## config.mk

```make
export PLATFORM = sky130hd
export DESIGN_NAME = gateway_datagram_validator_unit
export DESIGN_NICKNAME = d
export VERILOG_FILES = /design/src/rtl/core/gdv_pkg.sv /design/src/rtl/core/gdv_front.sv /design/src/rtl/core/gdv_back.sv /design/src/rtl/core/gateway_datagram_validator_unit.sv
export VERILOG_INCLUDE_DIRS = /design/src /design/src/rtl/core
export SDC_FILE = /design/constraint.sdc
export NUM_CORES = 1
export LEC_CHECK = 0
export ABC_AREA = 1
export BUFFER_PORTS_ARGS = -buffer_cell sky130_fd_sc_hd__buf_2
export CORE_MARGIN = 2
export CORE_UTILIZATION = 38
export CTS_CLUSTER_SIZE = 12
export DETAILED_ROUTE_END_ITERATION = 16
export PLACE_DENSITY_LB_ADDON = 0.1
export SYNTH_ARGS = -nofsm -noshare
export SYNTH_HDL_FRONTEND = slang
export SYNTH_HIERARCHICAL = 1
export SYNTH_SLANG_ARGS = --single-unit
```

## constraint.sdc

```tcl
create_clock -name i_clk -period 16.4 [get_ports i_clk]
set_input_delay 0 -clock i_clk [delete_from_list [all_inputs] [get_ports i_clk]]
set_output_delay 0 -clock i_clk [all_outputs]
set_load 0.05 [all_outputs]
```

## src/rtl/core/gateway_datagram_validator_unit_assert.svh

```systemverilog
// Assertion macros shared by the validator modules.
`ifndef GATEWAY_DATAGRAM_VALIDATOR_UNIT_ASSERT_SVH
`define GATEWAY_DATAGRAM_VALIDATOR_UNIT_ASSERT_SVH
`ifndef ASSERT_OFF
`define GDV_ASSERT_IMP(label, clk, rst_n, ante, cons) \
    label: assert property (@(posedge clk) disable iff (!rst_n) (ante) |-> (cons)) \
        else $error("assertion failed");
`define GDV_ASSERT_NEXT(label, clk, rst_n, ante, cons) \
    label: assert property (@(posedge clk) disable iff (!rst_n) (ante) |=> (cons)) \
        else $error("assertion failed");
`else
`define GDV_ASSERT_IMP(label, clk, rst_n, ante, cons)
`define GDV_ASSERT_NEXT(label, clk, rst_n, ante, cons)
`endif
`endif

```

## src/rtl/core/gdv_pkg.sv

```systemverilog
// Package: types, constants and the CRC step of the datagram validator.
package gdv_pkg;
    localparam int HEADER_BYTES_DEF      = 28;
    localparam int MAX_PAYLOAD_BYTES_DEF = 1024;
    localparam int MAX_REPORT_COUNT_DEF  = 32;
    localparam int REPORT_BYTES_DEF      = 32;
    localparam int OFF_W   = 17;
    localparam logic [OFF_W-1:0] OFF_MAX = '1;
    localparam logic [31:0] CRC_POLY = 32'hEDB88320;

    localparam logic [3:0] ERR_OK       = 4'd0;
    localparam logic [3:0] ERR_SHORT    = 4'd1;
    localparam logic [3:0] ERR_MAGIC    = 4'd2;
    localparam logic [3:0] ERR_VERSION  = 4'd3;
    localparam logic [3:0] ERR_KIND     = 4'd4;
    localparam logic [3:0] ERR_REPORTS  = 4'd5;
    localparam logic [3:0] ERR_HDRSIZE  = 4'd6;
    localparam logic [3:0] ERR_PAYLOAD  = 4'd7;
    localparam logic [3:0] ERR_LENGTH   = 4'd8;
    localparam logic [3:0] ERR_CRC      = 4'd9;
    localparam logic [3:0] ERR_BATCH    = 4'd10;
    localparam logic [3:0] ERR_NONBATCH = 4'd11;

    localparam logic [1:0] REG_VERSION = 2'd0;
    localparam logic [1:0] REG_LOWEST  = 2'd1;
    localparam logic [1:0] REG_BATCH   = 2'd2;

    typedef struct packed {
        logic [7:0] data_byte;
        logic       last_byte;
    } t_in_item;

    typedef struct packed {
        logic        is_status;
        logic [7:0]  payload_byte;
        logic        frame_ok;
        logic [3:0]  error_code;
        logic [7:0]  msg_kind;
        logic [7:0]  msg_flags;
        logic [7:0]  msg_reports;
        logic [63:0] node_id;
        logic [31:0] boot_id;
        logic [31:0] sequence_number;
        logic [10:0] payload_bytes;
    } t_out_item;

    // Classified work handed from the front part to the back part.
    typedef struct packed {
        logic        is_status;
        logic [7:0]  payload_byte;
        logic        len_short;
        logic        magic_bad;
        logic        version_bad;
        logic        kind_bad;
        logic        reports_bad;
        logic        hdrsize_bad;
        logic        payload_bad;
        logic        length_bad;
        logic        crc_bad;
        logic        is_batch;
        logic        batch_bad;
        logic        nonbatch_bad;
        logic [7:0]  msg_kind;
        logic [7:0]  msg_flags;
        logic [7:0]  msg_reports;
        logic [63:0] node_id;
        logic [31:0] boot_id;
        logic [31:0] sequence_number;
        logic [10:0] payload_bytes;
    } t_work;

    function automatic logic [31:0] crc_byte(input logic [31:0] crc, input logic [7:0] b);
        logic [31:0] c;
        c = crc ^ {24'd0, b};
        for (int i = 0; i < 8; i++) begin
            c = c[0] ? ((c >> 1) ^ CRC_POLY) : (c >> 1);
        end
        return c;
    endfunction
endpackage

```

## src/rtl/core/gdv_front.sv

```systemverilog
// Front part: captures the header, runs the CRC and classifies each byte.
`include "gateway_datagram_validator_unit_assert.svh"
module gdv_front #(
    parameter int HEADER_BYTES      = gdv_pkg::HEADER_BYTES_DEF,
    parameter int MAX_PAYLOAD_BYTES = gdv_pkg::MAX_PAYLOAD_BYTES_DEF,
    parameter int MAX_REPORT_COUNT  = gdv_pkg::MAX_REPORT_COUNT_DEF,
    parameter int REPORT_BYTES      = gdv_pkg::REPORT_BYTES_DEF
) (
    input  logic              i_clk,
    input  logic              i_rst_n,
    input  logic              i_valid,
    input  gdv_pkg::t_in_item i_item,
    input  logic [7:0]        i_expected_version,
    input  logic [7:0]        i_lowest_kind,
    input  logic [7:0]        i_batch_kind,
    output logic              o_push,
    output gdv_pkg::t_work    o_work
);
    localparam int OW = gdv_pkg::OFF_W;

    logic [OW-1:0]  r_off;
    logic [31:0]    r_crc, r_frozen, r_rx_crc;
    logic           r_magic_good;
    logic [191:0]   r_hdr;
    logic [15:0]    r_len, r_hsize;

    logic [7:0]     b;
    logic [31:0]    crc_next;
    logic [OW-1:0]  off_inc;
    logic [17:0]    pay_end;
    logic           in_payload;
    logic [31:0]    rx_next, frozen_next;
    logic [191:0]   hdr_next;
    logic [15:0]    len_next;
    logic [7:0]     magic_ref;
    logic [7:0]     kind, reports;
    logic [23:0]    rep_prod;

    assign b        = i_item.data_byte;
    assign crc_next = gdv_pkg::crc_byte(r_crc, b);
    assign off_inc  = (r_off == gdv_pkg::OFF_MAX) ? r_off : r_off + 1'b1;
    assign pay_end  = 18'(HEADER_BYTES) + {2'b0, r_len};
    assign in_payload = ({1'b0, r_off} >= 18'(HEADER_BYTES)) && ({1'b0, r_off} < pay_end)
                        && (r_len <= 16'(MAX_PAYLOAD_BYTES));
    assign rx_next  = {b, r_rx_crc[31:8]};
    assign frozen_next = ({1'b0, r_off} + 18'd1 == pay_end) ? ~crc_next : r_frozen;

    always_comb begin
        case (r_off[1:0])
            2'd0:    magic_ref = 8'h53;
            2'd1:    magic_ref = 8'h56;
            2'd2:    magic_ref = 8'h57;
            default: magic_ref = 8'h31;
        endcase
    end

    always_comb begin
        hdr_next = r_hdr;
        len_next = r_len;
        if (r_off < OW'(24)) begin
            hdr_next[r_off[4:0]*8 +: 8] = b;
        end else if (r_off == OW'(24)) begin
            len_next[7:0] = b;
        end else if (r_off == OW'(25)) begin
            len_next[15:8] = b;
        end
    end

    assign kind     = r_hdr[47:40];
    assign reports  = r_hdr[63:56];
    assign rep_prod = 24'(reports) * 24'(REPORT_BYTES);

    // Status checks use the state as it stands after this last byte.
    always_comb begin
        o_work = '0;
        o_work.is_status    = i_item.last_byte;
        o_work.payload_byte = i_item.last_byte ? 8'd0 : b;
        o_work.len_short    = off_inc < OW'(HEADER_BYTES + 4);
        o_work.magic_bad    = !(r_magic_good && !(r_off < OW'(4) && b != magic_ref));
        o_work.version_bad  = r_hdr[39:32] != i_expected_version;
        o_work.kind_bad     = (kind < i_lowest_kind) || (kind > i_batch_kind);
        o_work.reports_bad  = reports > 8'(MAX_REPORT_COUNT);
        o_work.hdrsize_bad  = r_hsize != 16'(HEADER_BYTES);
        o_work.payload_bad  = r_len > 16'(MAX_PAYLOAD_BYTES);
        o_work.length_bad   = {1'b0, off_inc} != pay_end + 18'd4;
        o_work.crc_bad      = rx_next != frozen_next;
        o_work.is_batch     = kind == i_batch_kind;
        o_work.batch_bad    = {8'd0, r_len} != rep_prod;
        o_work.nonbatch_bad = (r_len != 16'd0) || (reports != 8'd0);
        o_work.msg_kind     = kind;
        o_work.msg_flags    = r_hdr[55:48];
        o_work.msg_reports  = reports;
        o_work.node_id      = r_hdr[127:64];
        o_work.boot_id      = r_hdr[159:128];
        o_work.sequence_number = r_hdr[191:160];
        o_work.payload_bytes   = r_len[10:0];
    end

    assign o_push = i_valid && (i_item.last_byte || in_payload);

    always_ff @(posedge i_clk) begin
        if (!i_rst_n || (i_valid && i_item.last_byte)) begin
            r_off        <= '0;
            r_crc        <= '1;
            r_frozen     <= '0;
            r_rx_crc     <= '0;
            r_magic_good <= 1'b1;
            r_hdr        <= '0;
            r_len        <= '0;
            r_hsize      <= '0;
        end else if (i_valid) begin
            r_off    <= off_inc;
            r_crc    <= crc_next;
            r_frozen <= frozen_next;
            r_rx_crc <= rx_next;
            r_hdr    <= hdr_next;
            r_len    <= len_next;
            if (r_off < OW'(4) && b != magic_ref) begin
                r_magic_good <= 1'b0;
            end
            if (r_off == OW'(26)) begin
                r_hsize[7:0] <= b;
            end else if (r_off == OW'(27)) begin
                r_hsize[15:8] <= b;
            end
        end
    end

    `GDV_ASSERT_NEXT(a_last_clears, i_clk, i_rst_n, i_valid && i_item.last_byte, r_off == '0)
    `GDV_ASSERT_IMP(a_off_sat, i_clk, i_rst_n, r_off == gdv_pkg::OFF_MAX && i_valid && !i_item.last_byte, off_inc == r_off)
    `GDV_ASSERT_IMP(a_push_last, i_clk, i_rst_n, i_valid && i_item.last_byte, o_push)
endmodule

```

## src/rtl/core/gdv_back.sv

```systemverilog
// Back part: short queue of classified work and the status resolver.
`include "gateway_datagram_validator_unit_assert.svh"
module gdv_back (
    input  logic               i_clk,
    input  logic               i_rst_n,
    input  logic               i_push,
    input  gdv_pkg::t_work     i_work,
    output logic               o_has_room,
    output logic               o_valid,
    input  logic               i_ready,
    output gdv_pkg::t_out_item o_item
);
    localparam int DEPTH = 4;

    gdv_pkg::t_work r_q [DEPTH];
    logic [1:0] r_wp, r_rp;
    logic [2:0] r_cnt;
    logic       pop;
    gdv_pkg::t_work h;
    logic [3:0] code;

    assign o_has_room = r_cnt < 3'(DEPTH);
    assign o_valid    = r_cnt != 3'd0;
    assign pop        = o_valid && i_ready;
    assign h          = r_q[r_rp];

    always_ff @(posedge i_clk) begin
        if (i_push) begin
            r_q[r_wp] <= i_work;
        end
    end

    always_ff @(posedge i_clk) begin
        if (!i_rst_n) begin
            r_wp  <= '0;
            r_rp  <= '0;
            r_cnt <= '0;
        end else begin
            if (i_push) r_wp <= r_wp + 1'b1;
            if (pop) r_rp <= r_rp + 1'b1;
            r_cnt <= r_cnt + 3'(i_push) - 3'(pop);
        end
    end

    always_comb begin
        if (h.len_short)           code = gdv_pkg::ERR_SHORT;
        else if (h.magic_bad)      code = gdv_pkg::ERR_MAGIC;
        else if (h.version_bad)    code = gdv_pkg::ERR_VERSION;
        else if (h.kind_bad)       code = gdv_pkg::ERR_KIND;
        else if (h.reports_bad)    code = gdv_pkg::ERR_REPORTS;
        else if (h.hdrsize_bad)    code = gdv_pkg::ERR_HDRSIZE;
        else if (h.payload_bad)    code = gdv_pkg::ERR_PAYLOAD;
        else if (h.length_bad)     code = gdv_pkg::ERR_LENGTH;
        else if (h.crc_bad)        code = gdv_pkg::ERR_CRC;
        else if (h.is_batch && h.batch_bad)     code = gdv_pkg::ERR_BATCH;
        else if (!h.is_batch && h.nonbatch_bad) code = gdv_pkg::ERR_NONBATCH;
        else                       code = gdv_pkg::ERR_OK;
    end

    always_comb begin
        o_item = '0;
        o_item.is_status    = h.is_status;
        o_item.payload_byte = h.payload_byte;
        if (h.is_status) begin
            o_item.error_code = code;
            if (code == gdv_pkg::ERR_OK) begin
                o_item.frame_ok        = 1'b1;
                o_item.msg_kind        = h.msg_kind;
                o_item.msg_flags       = h.msg_flags;
                o_item.msg_reports     = h.msg_reports;
                o_item.node_id         = h.node_id;
                o_item.boot_id         = h.boot_id;
                o_item.sequence_number = h.sequence_number;
                o_item.payload_bytes   = h.payload_bytes;
            end
        end
    end

    `GDV_ASSERT_IMP(a_no_overflow, i_clk, i_rst_n, i_push, r_cnt < 3'(DEPTH) || pop)
    `GDV_ASSERT_NEXT(a_hold, i_clk, i_rst_n, o_valid && !i_ready && !i_push, r_cnt == $past(r_cnt))
    `GDV_ASSERT_IMP(a_cnt_range, i_clk, i_rst_n, 1'b1, r_cnt <= 3'(DEPTH))
endmodule

```

## src/rtl/core/gateway_datagram_validator_unit.sv

```systemverilog
// Top level of the gateway datagram validator.
// Each output item is first registered in the four-entry queue of the back part.
// Throughput: one byte per cycle; the four-entry queue stalls input when full.
// Reset (synchronous, active low) clears frame state, the queue, and sets
// registers to version 1, lowest kind 1, batch kind 4.
module gateway_datagram_validator_unit #(
    parameter int HEADER_BYTES      = gdv_pkg::HEADER_BYTES_DEF,
    parameter int MAX_PAYLOAD_BYTES = gdv_pkg::MAX_PAYLOAD_BYTES_DEF,
    parameter int MAX_REPORT_COUNT  = gdv_pkg::MAX_REPORT_COUNT_DEF,
    parameter int REPORT_BYTES      = gdv_pkg::REPORT_BYTES_DEF
) (
    input  logic               i_clk,
    input  logic               i_rst_n,
    input  logic               i_valid,
    output logic               o_ready,
    input  gdv_pkg::t_in_item  i_item,
    output logic               o_valid,
    input  logic               i_ready,
    output gdv_pkg::t_out_item o_item,
    input  logic               i_cfg_we,
    input  logic [1:0]         i_cfg_idx,
    input  logic [7:0]         i_cfg_data
);
    logic [7:0] r_ver, r_low, r_batch;
    logic push, room;
    gdv_pkg::t_work work;

    always_ff @(posedge i_clk) begin
        if (!i_rst_n) begin
            r_ver   <= 8'd1;
            r_low   <= 8'd1;
            r_batch <= 8'd4;
        end else if (i_cfg_we) begin
            case (i_cfg_idx)
                gdv_pkg::REG_VERSION: r_ver   <= i_cfg_data;
                gdv_pkg::REG_LOWEST:  r_low   <= i_cfg_data;
                gdv_pkg::REG_BATCH:   r_batch <= i_cfg_data;
                default: ;
            endcase
        end
    end

    assign o_ready = room;

    gdv_front #(
        .HEADER_BYTES(HEADER_BYTES), .MAX_PAYLOAD_BYTES(MAX_PAYLOAD_BYTES),
        .MAX_REPORT_COUNT(MAX_REPORT_COUNT), .REPORT_BYTES(REPORT_BYTES)
    ) u_front (
        .i_clk(i_clk), .i_rst_n(i_rst_n),
        .i_valid(i_valid && room), .i_item(i_item),
        .i_expected_version(r_ver), .i_lowest_kind(r_low), .i_batch_kind(r_batch),
        .o_push(push), .o_work(work)
    );

    gdv_back u_back (
        .i_clk(i_clk), .i_rst_n(i_rst_n),
        .i_push(push), .i_work(work), .o_has_room(room),
        .o_valid(o_valid), .i_ready(i_ready), .o_item(o_item)
    );
endmodule
```

==> results.json <==
{
  "antenna_found_initial": 1,
  "rrSetupSlack_ps": 10330,
  "clk_path_buf_depth": 3,
  "worst_slack_ps": 10330,
  "path_class": "flop to flop",
  "fp.dieArea_sq_um": 129900,
  "synth.area.top_cells": "edfxtp_1 (46%), dfxtp_1 (14%), nand2_1 (8.8%)",
  "ir_worst_vdd_v": 0.0001130,
  "crit_fanout": 86,
  "synth_nets": 4965,
  "dp_hpwl_microns": 90540,
  "place_inst": 6325,
  "cpPeakStageDelay_ps": 830,
  "grt-ovfl-total": 0,
  "power.leakage_nw": 20.52,
  "worstSetupEndpointType": "flop",
  "num_antenna_cells": 0,
  "syn_inst": 4891,
  "reg2reg_depth": 19,
  "ys_top_cells_by_count": "nand2_1 (1132), edfxtp_1 (736), nor2_1 (525)",
  "vias": 34170,
  "clkLatencyLatePin_ps": 760,
  "drt_iter0_markers": 2754,
  "synth_area_sq_um": 48280,
  "setup_viol": 0,
  "crit_arrival_ps": 6420,
  "status": "completed",
  "grt_max_degree": 189,
  "avgSynthCellArea_sq_um": 9.872,
  "r2r_start": "u_front/r_len[2]",
  "drive_gt1_share_pct": 10.79,
  "tightestPinTransition_ps": 1194,
  "routed_wl_microns": 139500,
  "row_count": 130,
  "path_clk_slew_ps": 60,
  "dieWidth_microns": 360.5,
  "clock-sinks": 1067,
  "antenna_left": 0,
  "wire_per_inst_microns": 21.21,
  "viasPerCell": 5.193,
  "grt_setup_unrepaired": "no",
  "grt_pass1_vias": 31740,
  "ys_ff_latch": 1067,
  "synth.largest_area_cell": "edfxtp_1",
  "fin_cells": 6580,
  "hold_violations": 0,
  "drtPass1Iterations": 6,
  "synth.yosys.seq_area_share_pct": 59.50,
  "period_share_pct": 37.00,
  "synth_edf_count": 736,
  "min_delay_worst_endpoint": "r_batch[7]",
  "netlist.area_leader.share_pct": 45.77,
  "required_ps": 16760,
  "maxSlewHeadroom_pct": 20.39,
  "syn2layout_area_growth_pct": 10.46,
  "startpoint_type": "flop",
  "synth.distinct_cells": 56,
  "cts-resized-gates": 0,
  "grt_pass1_wl_microns": 206300,
  "slew_viol_final": 0,
  "initial_core_util_pct": 38.35,
  "worstHoldStart": "i_cfg_data[7]",
  "drc_errors": 0,
  "pin_count": 203,
  "gp_congestion": 0.9269,
  "fp.dieH_microns": 360.5,
  "core_area_sq_um": 125900,
  "grt_use_total_pct": 20.92,
  "p_per_area_nw_per_um2": 152.1,
  "yosys_warnings": 6,
  "hold_class": "input port to flop",
  "maxCapViolations": 0,
  "r2r_end": "u_back/r_q[0][135]",
  "clockRootBuffer": "clkbuf_16",
  "dp_slack_ps": 10260,
  "max_freq_mhz": 164.8,
  "htreeDepth": 3,
  "async_reset_ff_share_pct": 0,
  "fin_nets": 4902,
  "min_period_ps": 6067,
  "synthFlopType": "edfxtp_1",
  "yosysMostFrequentCell": "nand2_1",
  "min_path_cells": 4,
  "io_buffers": 202,
  "fin_skew_ps": 38.57,
  "cpMostUsedCell": "nand2_1",
  "path_cells": "inv_2, ha_1, nand2_1, nand3_1, inv_1, nand2_1, nand2_1, ha_1, nand2_1, nor2_1, a211oi_1, o21ai_0, a21oi_1, o311ai_0, o21ai_0, nand2_1, inv_8, buf_4, buf_4",
  "numCtsBuffers": 116,
  "tns_ps": 0,
  "crit_slowest_cell": "buf_4",
  "cts_tree": "built"
}
==> power by group <==
part	total (mW)	switching (mW)	internal (mW)
combinational	2.23	1.67	0.560
sequential	3.29	0.103	3.19
clock	2.59	1.10	1.50
total	8.11	2.86	5.25
==> timing repair <==
action	in CTS	in global routing
endpoints found under the hold margin	180	0
hold buffers	35	0
buffers inserted	0	0
==> routing by layer <==
metal / vias up / GRT usage (%) / part of all wire [%]
li1: 16640 / - / -
met1: 16540 / 26.89 / 43
met2: 790 / 36.50 / 50
met3: 200 / 2.932 / 4.3
met4: 0 / 6.252 / 2.7
met5: - / 0 / 0
==> critical path: cells and delay by family (launching register included) <==
family,cells,cell delay (ps)
simple gates,7,930
buf+inv,5,2330
flops,1,530
compound gates,5,1030
fa+ha+maj,2,580
==> layout by cell type, fill, tap and decap left out, types with 49 or more instances in the layout <==
cell type / instances
a21oi_1: 341
dfxtp_1: 330
nand2_1: 1132
nor4_1: 57
nand3_1: 170
a32o_1: 163
inv_1: 244
xor2_1: 75
nand4_1: 50
ha_1: 49
edfxtp_1: 736
buf_2: 202
nor2_1: 524
clkbuf_16: 118
a211oi_1: 84
o21ai_0: 165
nor3_1: 67
==> worst max-delay path by stage <==
stage,start,endpoint,slack (ps),depth (start not counted)
final,u_front/r_len[2],u_back/r_q[0][135],10330,19
after global routing,u_front/r_len[2],u_back/r_q[0][150],9760,19
after CTS,u_front/r_len[2],u_back/r_q[0][133],10210,19
after detailed placement,u_front/r_len[2],u_back/r_q[0][104],10260,19
after global placement,u_front/r_len[2],u_back/r_q[0][119],10290,19
after floorplan,u_front/r_len[2],u_back/r_q[0][0],9840,17
==> state kept, by name, summed over array words and instances (netlist names), 3 cells and up, named ones only <==
name / count
u_back/r_q: 736
u_front/r_hdr: 160
u_front/r_crc: 32
u_front/r_frozen: 32
u_front/r_rx_crc: 24
u_front/r_off: 17
u_front/r_hsize: 16
u_front/r_len: 16
r_batch: 8
r_low: 8
r_ver: 8
u_back/r_cnt: 3
==> cell type report <==
type / instances / area, sq um
multi-input combinational: 3096 / 15940
tap: 1650 / 2064
clock buffer: 188 / 3512
sequential: 1067 / 28730
timing repair buffer: 274 / 1677
clock inverter: 32 / 336.6
inverter: 273 / 1076
fill: 12280 / 72560
==> cells by family (layout without fill, tap and decap cells) <==
kind of cell             Yosys count  count (layout)  synth area share, %
flip-flops                      1067            1067                59.50
adder cells (fa/ha/maj)           50              50                1.311
AO/OA/AOI/OAI                    812             812                10.82
AND/OR/NAND/NOR                 2120            2120                18.61
XOR/XNOR                         114             114                2.169
buffers and inverters            728             767                7.593
==> stage by stage <==
step	utilization (%)	cell area (sq um)	total power, mW	hold slack (ps)
CTS	42.36	53330	8.212	63.84
floorplan	-	48280	4.993	93.45
global placement	39.03	49140	5.599	276.5
detailed placement	39.03	49140	5.595	285.7
global route	42.36	53330	8.505	85.32
finish	42.36	53330	8.110	96.95
Power figures use the tool's default switching activity.
